$ cat config.mk
export PLATFORM = sky130hd
export DESIGN_NAME = life_grid_generation_step
export DESIGN_NICKNAME = d
export VERILOG_FILES = /design/src/hdl/lgs_pkg.sv /design/src/hdl/life_grid_generation_step.sv
export SDC_FILE = /design/constraint.sdc
export NUM_CORES = 2
export LEC_CHECK = 0
export BUFFER_PORTS_ARGS = -buffer_cell sky130_fd_sc_hd__buf_2
export CELL_PAD_IN_SITES_DETAIL_PLACEMENT = 1
export CELL_PAD_IN_SITES_GLOBAL_PLACEMENT = 1
export CORE_MARGIN = 1.5
export CORE_UTILIZATION = 49
export DETAILED_ROUTE_END_ITERATION = 16
export PLACE_DENSITY_LB_ADDON = 0.1
export SKIP_LAST_GASP = 1
export SLEW_MARGIN = 20
export SYNTH_ARGS = -nofsm -noshare
export SYNTH_HDL_FRONTEND = slang
export SYNTH_SLANG_ARGS = --single-unit
$ cat constraint.sdc
create_clock -name clk -period 4.4 [get_ports clk]
set_input_delay 0.88 -clock clk [delete_from_list [all_inputs] [get_ports clk]]
set_output_delay 0.88 -clock clk [all_outputs]
set_load 0.01 [all_outputs]
$ cat src/hdl/lgs_pkg.sv
// ----------------------------------------------------------------------------
// Life grid package
// Shared types and constants for the toroidal Life grid block.
// ----------------------------------------------------------------------------
`default_nettype none

package lgs_pkg;

  localparam int DEF_GRID_ROWS = 32;
  localparam int DEF_GRID_COLS = 32;

  localparam int ROW_W  = 5;
  localparam int COL_W  = 5;
  localparam int CMD_W  = 2;
  localparam int PADDR_W = 3;
  localparam int PDATA_W = 32;

  localparam int BIRTH_COUNT   = 3;
  localparam int SURVIVE_COUNT = 2;

  localparam logic [0:0] REG_RUN_ENABLE = 1'b0;

  typedef enum logic [CMD_W-1:0] {
    CMD_WRITE = 2'd0,
    CMD_READ  = 2'd1,
    CMD_STEP  = 2'd2
  } cmd_t;

  typedef enum logic [3:0] {
    ST_CLEAR,
    ST_IDLE,
    ST_FETCH,
    ST_MODIFY,
    ST_LOAD_UP,
    ST_LOAD_MID,
    ST_LOAD_DN,
    ST_ROW_LOAD,
    ST_CELL,
    ST_ROW_WRITE,
    ST_DONE
  } state_t;

endpackage

`default_nettype wire

$ cat src/hdl/life_grid_generation_step.sv
// ----------------------------------------------------------------------------
// Life grid generation step
// Toroidal Life grid with cell write, cell read and one-generation step.
// ----------------------------------------------------------------------------
//
//   Channel   Handshake                      Payload
//   -------   ----------------------------   ------------------------------
//   config    psel/penable/pwrite, pready=1   paddr, pwdata, prdata
//   input     in_valid / in_ready             cmd, row, col, cell_in
//   output    out_valid / out_ready           cell_out, advanced
//
// The grid is held one row per memory word in two banks that swap roles
// after each generation. A step transaction passes every cell through the
// single neighbor-count unit, which visits one cell per cycle.
// After reset the block clears the grid, one row at a time, before it
// accepts a transaction. A stalled result is held in the output register,
// and the next transaction is accepted once the block is back in idle.
// ----------------------------------------------------------------------------
`default_nettype none

module life_grid_generation_step
  import lgs_pkg::*;
#(
  parameter int GRID_ROWS = DEF_GRID_ROWS,
  parameter int GRID_COLS = DEF_GRID_COLS
) (
  input  wire logic               clk,
  input  wire logic               rst,
  input  wire logic               psel,
  input  wire logic               penable,
  input  wire logic               pwrite,
  input  wire logic [PADDR_W-1:0] paddr,
  input  wire logic [PDATA_W-1:0] pwdata,
  output      logic [PDATA_W-1:0] prdata,
  output      logic               pready,
  input  wire logic               in_valid,
  output      logic               in_ready,
  input  wire logic [CMD_W-1:0]   cmd,
  input  wire logic [ROW_W-1:0]   row,
  input  wire logic [COL_W-1:0]   col,
  input  wire logic               cell_in,
  output      logic               out_valid,
  input  wire logic               out_ready,
  output      logic               cell_out,
  output      logic               advanced
);

  localparam int RW    = (GRID_ROWS > 1) ? $clog2(GRID_ROWS) : 1;
  localparam int CW    = (GRID_COLS > 1) ? $clog2(GRID_COLS) : 1;
  localparam int AW    = RW + 1;
  localparam int DEPTH = 2 ** AW;
  localparam logic [RW-1:0] ROW_LAST = RW'(GRID_ROWS - 1);
  localparam logic [CW-1:0] COL_LAST = CW'(GRID_COLS - 1);
  localparam logic [RW:0]   ROWS_EXT = (RW+1)'(GRID_ROWS);
  localparam logic [RW:0]   ROW_STEP = (RW+1)'(2);

  state_t state;
  state_t state_next;

  logic run_enable;
  logic bank;
  logic [RW-1:0] rctr;
  logic [CW-1:0] cctr;

  logic [CMD_W-1:0] op_cmd;
  logic [RW-1:0]    op_row;
  logic [CW-1:0]    op_col;
  logic             op_val;
  logic             res_cell;
  logic             res_adv;

  logic [GRID_COLS-1:0] win_up;
  logic [GRID_COLS-1:0] win_mid;
  logic [GRID_COLS-1:0] win_dn;
  logic [GRID_COLS-1:0] res_row;

  logic [GRID_COLS-1:0] mem [DEPTH];
  logic [GRID_COLS-1:0] mem_rdata;
  logic                 mem_we;
  logic [AW-1:0]        mem_waddr;
  logic [AW-1:0]        mem_raddr;
  logic [GRID_COLS-1:0] mem_wdata;

  logic                 in_fire;
  logic                 in_hit;
  logic                 out_load;
  logic                 cfg_write;
  logic [RW:0]          row_sum;
  logic [RW-1:0]        row_ahead;
  logic [GRID_COLS-1:0] mod_row;
  logic [7:0]           nbrs;
  logic [3:0]           nbr_count;
  logic                 new_cell;

  assign pready    = 1'b1;
  assign cfg_write = psel && penable && pwrite && pready && (paddr[2:2] == REG_RUN_ENABLE);
  assign prdata    = (paddr[2:2] == REG_RUN_ENABLE) ? {{(PDATA_W-1){1'b0}}, run_enable}
                                                    : '0;

  assign in_fire = in_valid && in_ready;
  assign in_hit  = (int'(row) < GRID_ROWS) && (int'(col) < GRID_COLS);

  assign row_sum   = {1'b0, rctr} + ROW_STEP;
  assign row_ahead = (row_sum >= ROWS_EXT) ? RW'(row_sum - ROWS_EXT) : RW'(row_sum);

  always_comb begin
    mod_row         = mem_rdata;
    mod_row[op_col] = op_val;
  end

  assign nbrs = {win_up[GRID_COLS-1], win_up[0], win_up[1],
                 win_mid[GRID_COLS-1], win_mid[1],
                 win_dn[GRID_COLS-1], win_dn[0], win_dn[1]};
  assign nbr_count = 4'($countones(nbrs));
  assign new_cell  = (nbr_count == 4'(BIRTH_COUNT)) ||
                     (win_mid[0] && (nbr_count == 4'(SURVIVE_COUNT)));

  always_comb begin
    state_next = state;
    case (state)
      ST_CLEAR: begin
        if (rctr == ROW_LAST) state_next = ST_IDLE;
      end
      ST_IDLE: begin
        if (in_fire) begin
          if ((cmd == CMD_READ || cmd == CMD_WRITE) && in_hit) begin
            state_next = ST_FETCH;
          end else if (cmd == CMD_STEP && run_enable) begin
            state_next = ST_LOAD_UP;
          end else begin
            state_next = ST_DONE;
          end
        end
      end
      ST_FETCH:     state_next = ST_MODIFY;
      ST_MODIFY:    state_next = ST_DONE;
      ST_LOAD_UP:   state_next = ST_LOAD_MID;
      ST_LOAD_MID:  state_next = ST_LOAD_DN;
      ST_LOAD_DN:   state_next = ST_ROW_LOAD;
      ST_ROW_LOAD:  state_next = ST_CELL;
      ST_CELL: begin
        if (cctr == COL_LAST) state_next = ST_ROW_WRITE;
      end
      ST_ROW_WRITE: begin
        state_next = (rctr == ROW_LAST) ? ST_DONE : ST_ROW_LOAD;
      end
      ST_DONE: begin
        if (!out_valid || out_ready) state_next = ST_IDLE;
      end
      default:      state_next = ST_IDLE;
    endcase
  end

  always_comb begin
    in_ready  = 1'b0;
    out_load  = 1'b0;
    mem_we    = 1'b0;
    mem_waddr = {bank, rctr};
    mem_wdata = res_row;
    mem_raddr = {bank, op_row};
    case (state)
      ST_CLEAR: begin
        mem_we    = 1'b1;
        mem_waddr = {1'b0, rctr};
        mem_wdata = '0;
      end
      ST_IDLE:     in_ready = 1'b1;
      ST_FETCH:    mem_raddr = {bank, op_row};
      ST_MODIFY: begin
        mem_we    = (op_cmd == CMD_WRITE);
        mem_waddr = {bank, op_row};
        mem_wdata = mod_row;
      end
      ST_LOAD_UP:  mem_raddr = {bank, ROW_LAST};
      ST_LOAD_MID: mem_raddr = {bank, RW'(0)};
      ST_LOAD_DN:  mem_raddr = {bank, RW'(1)};
      ST_ROW_WRITE: begin
        mem_we    = 1'b1;
        mem_waddr = {~bank, rctr};
        mem_wdata = res_row;
        mem_raddr = {bank, row_ahead};
      end
      ST_DONE:     out_load = !out_valid || out_ready;
      default:     in_ready = 1'b0;
    endcase
  end

  always_ff @(posedge clk) begin
    if (mem_we) begin
      mem[mem_waddr] <= mem_wdata;
    end
    mem_rdata <= mem[mem_raddr];
  end

  always_ff @(posedge clk) begin
    if (rst) begin
      state      <= ST_CLEAR;
      run_enable <= 1'b0;
      bank       <= 1'b0;
      rctr       <= '0;
      cctr       <= '0;
      out_valid  <= 1'b0;
    end else begin
      state <= state_next;
      if (cfg_write) run_enable <= pwdata[0];
      if (out_load) begin
        out_valid <= 1'b1;
      end else if (out_ready) begin
        out_valid <= 1'b0;
      end
      case (state)
        ST_CLEAR: begin
          rctr <= (rctr == ROW_LAST) ? '0 : rctr + RW'(1);
        end
        ST_IDLE: begin
          rctr <= '0;
          cctr <= '0;
        end
        ST_ROW_LOAD: cctr <= '0;
        ST_CELL:     cctr <= cctr + CW'(1);
        ST_ROW_WRITE: begin
          if (rctr == ROW_LAST) begin
            bank <= ~bank;
            rctr <= '0;
          end else begin
            rctr <= rctr + RW'(1);
          end
        end
        default: begin
          rctr <= rctr;
        end
      endcase
    end
  end

  always_ff @(posedge clk) begin
    if (in_fire) begin
      op_cmd   <= cmd;
      op_row   <= RW'(row);
      op_col   <= CW'(col);
      op_val   <= cell_in;
      res_cell <= 1'b0;
      res_adv  <= 1'b0;
    end
    if (out_load) begin
      cell_out <= res_cell;
      advanced <= res_adv;
    end
    case (state)
      ST_MODIFY: begin
        if (op_cmd == CMD_READ) res_cell <= mem_rdata[op_col];
      end
      ST_LOAD_MID: win_up <= mem_rdata;
      ST_LOAD_DN:  win_mid <= mem_rdata;
      ST_ROW_LOAD: win_dn <= mem_rdata;
      ST_CELL: begin
        win_up  <= {win_up[0], win_up[GRID_COLS-1:1]};
        win_mid <= {win_mid[0], win_mid[GRID_COLS-1:1]};
        win_dn  <= {win_dn[0], win_dn[GRID_COLS-1:1]};
        res_row <= {new_cell, res_row[GRID_COLS-1:1]};
      end
      ST_ROW_WRITE: begin
        win_up  <= win_mid;
        win_mid <= win_dn;
        if (rctr == ROW_LAST) res_adv <= 1'b1;
      end
      default: begin
        res_row <= res_row;
      end
    endcase
  end

endmodule

`default_nettype wire

## After elaboration in Yosys (flattened, before gate mapping)

Memories as Yosys holds them, arrays and structs flattened. A register that Yosys moved wholly into a read port is not among the register bits.
Cells that the tools add are included.

- Bits of input ports: 55
- Output and inout bits: 37
- Flip-flop bits (word level): 162
- Word-level logic and storage cells: 117
- Bits in writable memories: 2048
- Memories: 1

Memory list:

| memory | depth | bits a word | rd ports | clocked after Yosys merged registers in | write ports | RTL line | RTL |
|---|---|---|---|---|---|---|---|
| mem | 64 | 32 | 1 | 1 | 1 | life_grid_generation_step.sv:77 | `logic [GRID_COLS-1:0] mem [DEPTH];` |

- Order comparisons: 3
- Reduce and logical (&&, ||, !) cells: 24
- Mux-type cells: 37
- Equality and inequality tests: 21
- $add $sub $neg: 11
- Bitwise logic cells: 2

Operators by type and width:

| cell | count |
|---|---|
| 32-bit case mux with 3 select lines | 2 |
| 32-bit case mux with 2 select lines | 2 |
| 4-bit case mux with 11 select lines | 1 |
| 32-bit bitwise mux | 1 |
| 4-bit two-way mux | 7 |
| 5-bit case mux with 2 select lines | 2 |
| 5-bit case mux with 4 select lines | 1 |
| 6-bit case mux with 3 select lines | 1 |
| 4-bit by 2-bit == test with 1-bit output (second input constant) | 4 |
| 4-bit by 3-bit == test with 1-bit output (second input constant) | 4 |
| 1-bit two-way mux | 15 |
| 4-bit == test (second input constant) | 3 |
| 5-bit by 1-bit adder with 5-bit output (second input constant) | 2 |
| 5-bit == test (second input constant) | 2 |
| 5-bit two-way mux | 2 |
| 1-bit by 1-bit adder with 2-bit output | 4 |
| 2-bit inequality test (second input constant) | 4 |
| 2-bit nonzero test | 4 |
| 1-bit logical AND | 7 |
| 2-bit by 2-bit adder with 3-bit output | 2 |
| 5-bit by 2-bit adder with 6-bit output (second input constant) | 1 |
| 6-bit >= comparator (second input constant) | 1 |
| 5-bit by 6-bit less-than comparator with 1-bit output (second input constant) | 1 |
| 3-bit nonzero test | 2 |
| other kinds (17) | 23 |

## Depth between registers and ports, before layout

- Depth in word-level cells: 6
- Depth in mapped cells: 14
- Mapped depth without buffers: 10

## Least setup slack after synthesis

OpenSTA, ideal clock, no wires.

- Path kind: reg-to-reg
- Start: register state[3]
- End: memory mem[0][10] (netlist bit), data pin
- Required time: 3.698 ns
- Library setup time: 0.702 ns
- Data arrival time: 4.072 ns
- Buffers on the path: 4
- Setup slack: -0.373 ns
- Cell stages (with the launch flop): 8
- Clock period less this slack: 4.773 ns
- Path through: dfxtp_1 buf_2 buf_2 nor2_1 nand2_1 clkbuf_1 clkbuf_1 o21ai_0

- Longest elaborated chain between the ends: 2
- Elaborated cells on any way between the ends: 3
- Those cells by class: eq/ne (1); mux (1); reduce/logical (1)

RTL lines:

| item | RTL line | RTL |
|---|---|---|
| start: declaration | life_grid_generation_step.sv:57 | `state_t state;` |
| start signal: assignment | life_grid_generation_step.sv:204 | `state <= state_next;` |
| 4-bit by 2-bit == test with 1-bit output / 4-bit zero test (equally long branches) | life_grid_generation_step.sv:161 | `case (state)` |
| 32-bit case mux with 2 select lines * | life_grid_generation_step.sv:161 |  |
| named net mem_wdata[10] | life_grid_generation_step.sv:82 | `logic [GRID_COLS-1:0] mem_wdata;` |
| end: declaration | life_grid_generation_step.sv:77 |  |

The timed path passes the listed nets; every way through them passes the cells marked *.

## Worst setup path after layout

- Start: register state[2]
- End: register mem_rdata[4], read port of mem

- Longest elaborated chain between the ends: 2
- Elaborated cells on any way between the ends: 5
- Those cells by class: eq/ne (4); mux (1)

RTL lines:

| item | RTL line | RTL |
|---|---|---|
| 4-bit == test / 4-bit by 3-bit == test with 1-bit output (equally long branches) | life_grid_generation_step.sv:161 |  |
| 5-bit case mux with 4 select lines * | life_grid_generation_step.sv:161 |  |
| end: declaration | life_grid_generation_step.sv:78 | `logic [GRID_COLS-1:0] mem_rdata;` |

Every way passes the cells marked *; elsewhere a longest branch is shown, timed or not.
A chain may end at the register's enable or synchronous reset.

==> summary.md <==
| Metric | Value |
|---|---|
| Register area share after synthesis | `about three quarters` |
| Drt first pass iters | `5` |
| Critical path capture point type | `register` |
| Via count | `53700` |
| Starting Density | `about half` |
| DIE WIDTH | `roughly 430 um` |
| IO Port Bufs | `26` |
| Ports | `slightly above 90` |
| Fraction of layout cells with a size suffix above 1 | `roughly 16%` |
| Cell count after synthesis | `5850` |
| Fin util | `57.2%` |
| Synthesized area per cell | `roughly 15 um2` |
| Crit path DAT | `roughly 4.8 ns` |
| GRT overflow | `0` |
| PD cells | `between 400 and 500 nW/um2` |
| Vias in the first global route | `approximately 56000` |
| Die area | `between 150000 and 200000 um2` |
| Insertion delay to the later sink of the worst-skew pair | `0.90 ns` |
| # Post-CTS Setup Buffers | `0` |
| Post-synth EDFFs | `about 2200` |
| Post-Layout Cell Count | `around 8700` |
| Tot GR Track Use | `~29%` |
| Synth warnings | `0` |
| Largest net degree at the start of global routing | `98` |
| N_diodes | `0` |
| Synthesis-to-layout area growth | `15.7%` |
| Commonest non-fill, non-tap cell in the layout | `edfxtp_1` |
| Die H | `between 400 and 500 um` |
| Tcrit/Tclk final | `93.1%` |
| Hold Slack | `0.172 ns` |
| Initial drt markers | `between 5000 and 6000` |
| CP startpoint kind | `register` |
| # clock sinks | `2242` |
| FMAX | `about 240 MHz` |
| Slew Limit Fails | `0` |
| CTS tree | `yes` |
| Synth unique cells | `79` |
| DP HPWL | `~160 mm` |
| Status | `finished, final reports clean` |
| Period minus WS final | `about 4 ns` |
| Leak | `0.0357 uW` |
| Placed cells | `slightly above 8000` |
| Final setup fails | `0` |
| CTS hold repair buffers | `0` |
| Antenna violations before repair | `19` |
| Routability cong. | `~0.8` |
| Setup TNS | `0 ns` |
| Htree depth | `4` |
| Routed len/inst | `~32 um` |
| Critical path's largest stage delay | `between 0.5 and 0.6 ns` |
| Cell area after synthesis | `between 80000 and 90000 um2` |
| Vias/cell | `about 6.2` |
| Critical path fanouts, max | `52` |
| RSZ-0062 raised after global routing | `no` |
| Flops & latches, synth | `~2200` |
| Max Root-Sink Buffers | `3` |
| # nets final | `around 6200` |
| Clock input transition at the sequential cells of the worst setup and hold paths | `~0.06 ns` |
| Critical path cell sequence | `buf_4 -> nand2b_1 -> a22o_1 -> a211o_4 -> buf_12 -> buf_4 -> mux4_2 -> and2_0 -> a31oi_1 -> a31oi_1 -> a211o_1` |
| Critical Path RT | `between 5 and 6 ns` |
| ANT nets after route | `0` |
| Core ar. | `about 180000 um2` |
| Clock Skew | `approximately 0.044 ns` |
| Hold Path Class | `input pin to register` |
| Endpoints failing hold | `0` |
| First-pass GRT wire length | `394 mm` |
| Most frequent cells in the layout | `edfxtp_1, nand2_1, mux2i_1` |
| Resize count post-CTS | `0` |
| Setup CP Type | `register to register` |
| Worst-Margin Slew | `about 1.1 ns` |
| Row count | `around 160` |
| Max_cap viols | `0` |
| Worst vdd ir | `between 300 and 400 uV` |
| CTS root buf | `clkbuf_16` |
| Slew Limit Headroom | `22.6%` |
| Post-route DRC | `0` |
| WL final | `roughly 270 mm` |
| TritonCTS Buffers | `roughly 230` |
| FFs w/ async S/R, synth | `0%` |
| Ys flop type | `edfxtp_1` |
| Slowest stage cell, crit path | `dfxtp_1` |
worst paths after layout:
check | from | endpoint | slack [ns] | cells after the start
max | state[2] | mem_rdata[4] | 0.31 | 11
min | cell_in | op_val | 0.17 | 1
max reg2reg | state[2] | mem_rdata[4] | 0.31 | 11
min reg2reg | res_adv | advanced | 0.44 | 0
synth_stat cells, types with 11 or more instances:
master / instances / area (um2)
buf_1: 32 / 120
a22o_1: 36 / 315
mux2_2: 11 / 124
edfxtp_1: 2191 / 65800
a22oi_1: 20 / 150
and3_1: 65 / 407
clkbuf_1: 137 / 514
buf_2: 107 / 536
mux4_2: 118 / 2660
nor3_1: 29 / 145
a211o_1: 26 / 228
o21ai_0: 68 / 340
nor4_1: 49 / 307
o41ai_1: 11 / 96.3
nand2b_1: 13 / 81.3
nand3_1: 254 / 1270
or4_1: 11 / 82.6
mux2i_1: 440 / 4400
nand2_1: 1138 / 4270
inv_1: 43 / 161
dfxtp_1: 51 / 1020
a211oi_1: 49 / 368
buf_6: 24 / 270
nand4_1: 14 / 87.6
a311oi_1: 86 / 753
o22ai_1: 117 / 732
nor2_1: 159 / 597
buf_4: 86 / 646
a31oi_1: 31 / 194
a2111oi_0: 28 / 245
a21oi_1: 267 / 1340
power by group:
group          internal [uW]  switching (uW)  total [uW]
clock                  11200            8410       19600
sequential             23200            35.0       23200
combinational           87.9             200         288
total                  34500            8650       43200
metrics by stage:
stage                     area [um2]  power (uW)  worst slack, ns
after floorplan                89700       23800           -0.373
after global placement         96000       24000            0.429
after detailed placement       96000       24000            0.440
after CTS                     104000       43400            0.379
after global routing          104000       44100            0.144
final                         104000       43200            0.305
metal layers:
layer	global-route usage, %	wire (um)	vias to the layer above
li1	-	-	22900
met1	40.1	113000	28300
met2	48.9	134000	1923
met3	4.43	17500	482
met4	9.67	8970	8
met5	0	47	-
logic make-up after synthesis:
family	count (synthesis)	share of synthesized area, %
xor+xnor	3	0.0293
fa+ha+maj	12	0.201
flops	2242	74.6
buf+inv	437	2.66
compound gates	797	5.91
other cells	2	0.00838
simple gates	1788	8.59
mux	569	8.02
worst max-delay path: cells and delay by family (launching register included):
family,cells,cell delay (ns)
flops,1,0.58
buf+inv,3,0.93
simple gates,2,0.31
mux,1,0.31
compound gates,5,1.67
flip-flops by register name, indices dropped and copies added, names as in the netlist:
signal	flops
win_dn	32
mem	2048
res_adv	1
op_val	1
advanced	1
mem_rdata	32
out_valid	1
op_cmd	2
cell_out	1
run_enable	1
rctr	5
res_row	32
res_cell	1
win_up	32
bank	1
state	4
op_col	5
win_mid	32
cctr	5
op_row	5
area by class of cell:
| type | instances | area [um2] |
|---|---|---|
| repair buffers | 386 | 4550 |
| clock buffers | 293 | 6100 |
| fillers | 16600 | 77500 |
| well taps | 2370 | 2970 |
| inverters | 43 | 161 |
| multi-input cells | 3201 | 21500 |
| flip-flops and latches | 2242 | 66800 |
| clock inverters | 139 | 1510 |
(Power assumes the default switching activity.)
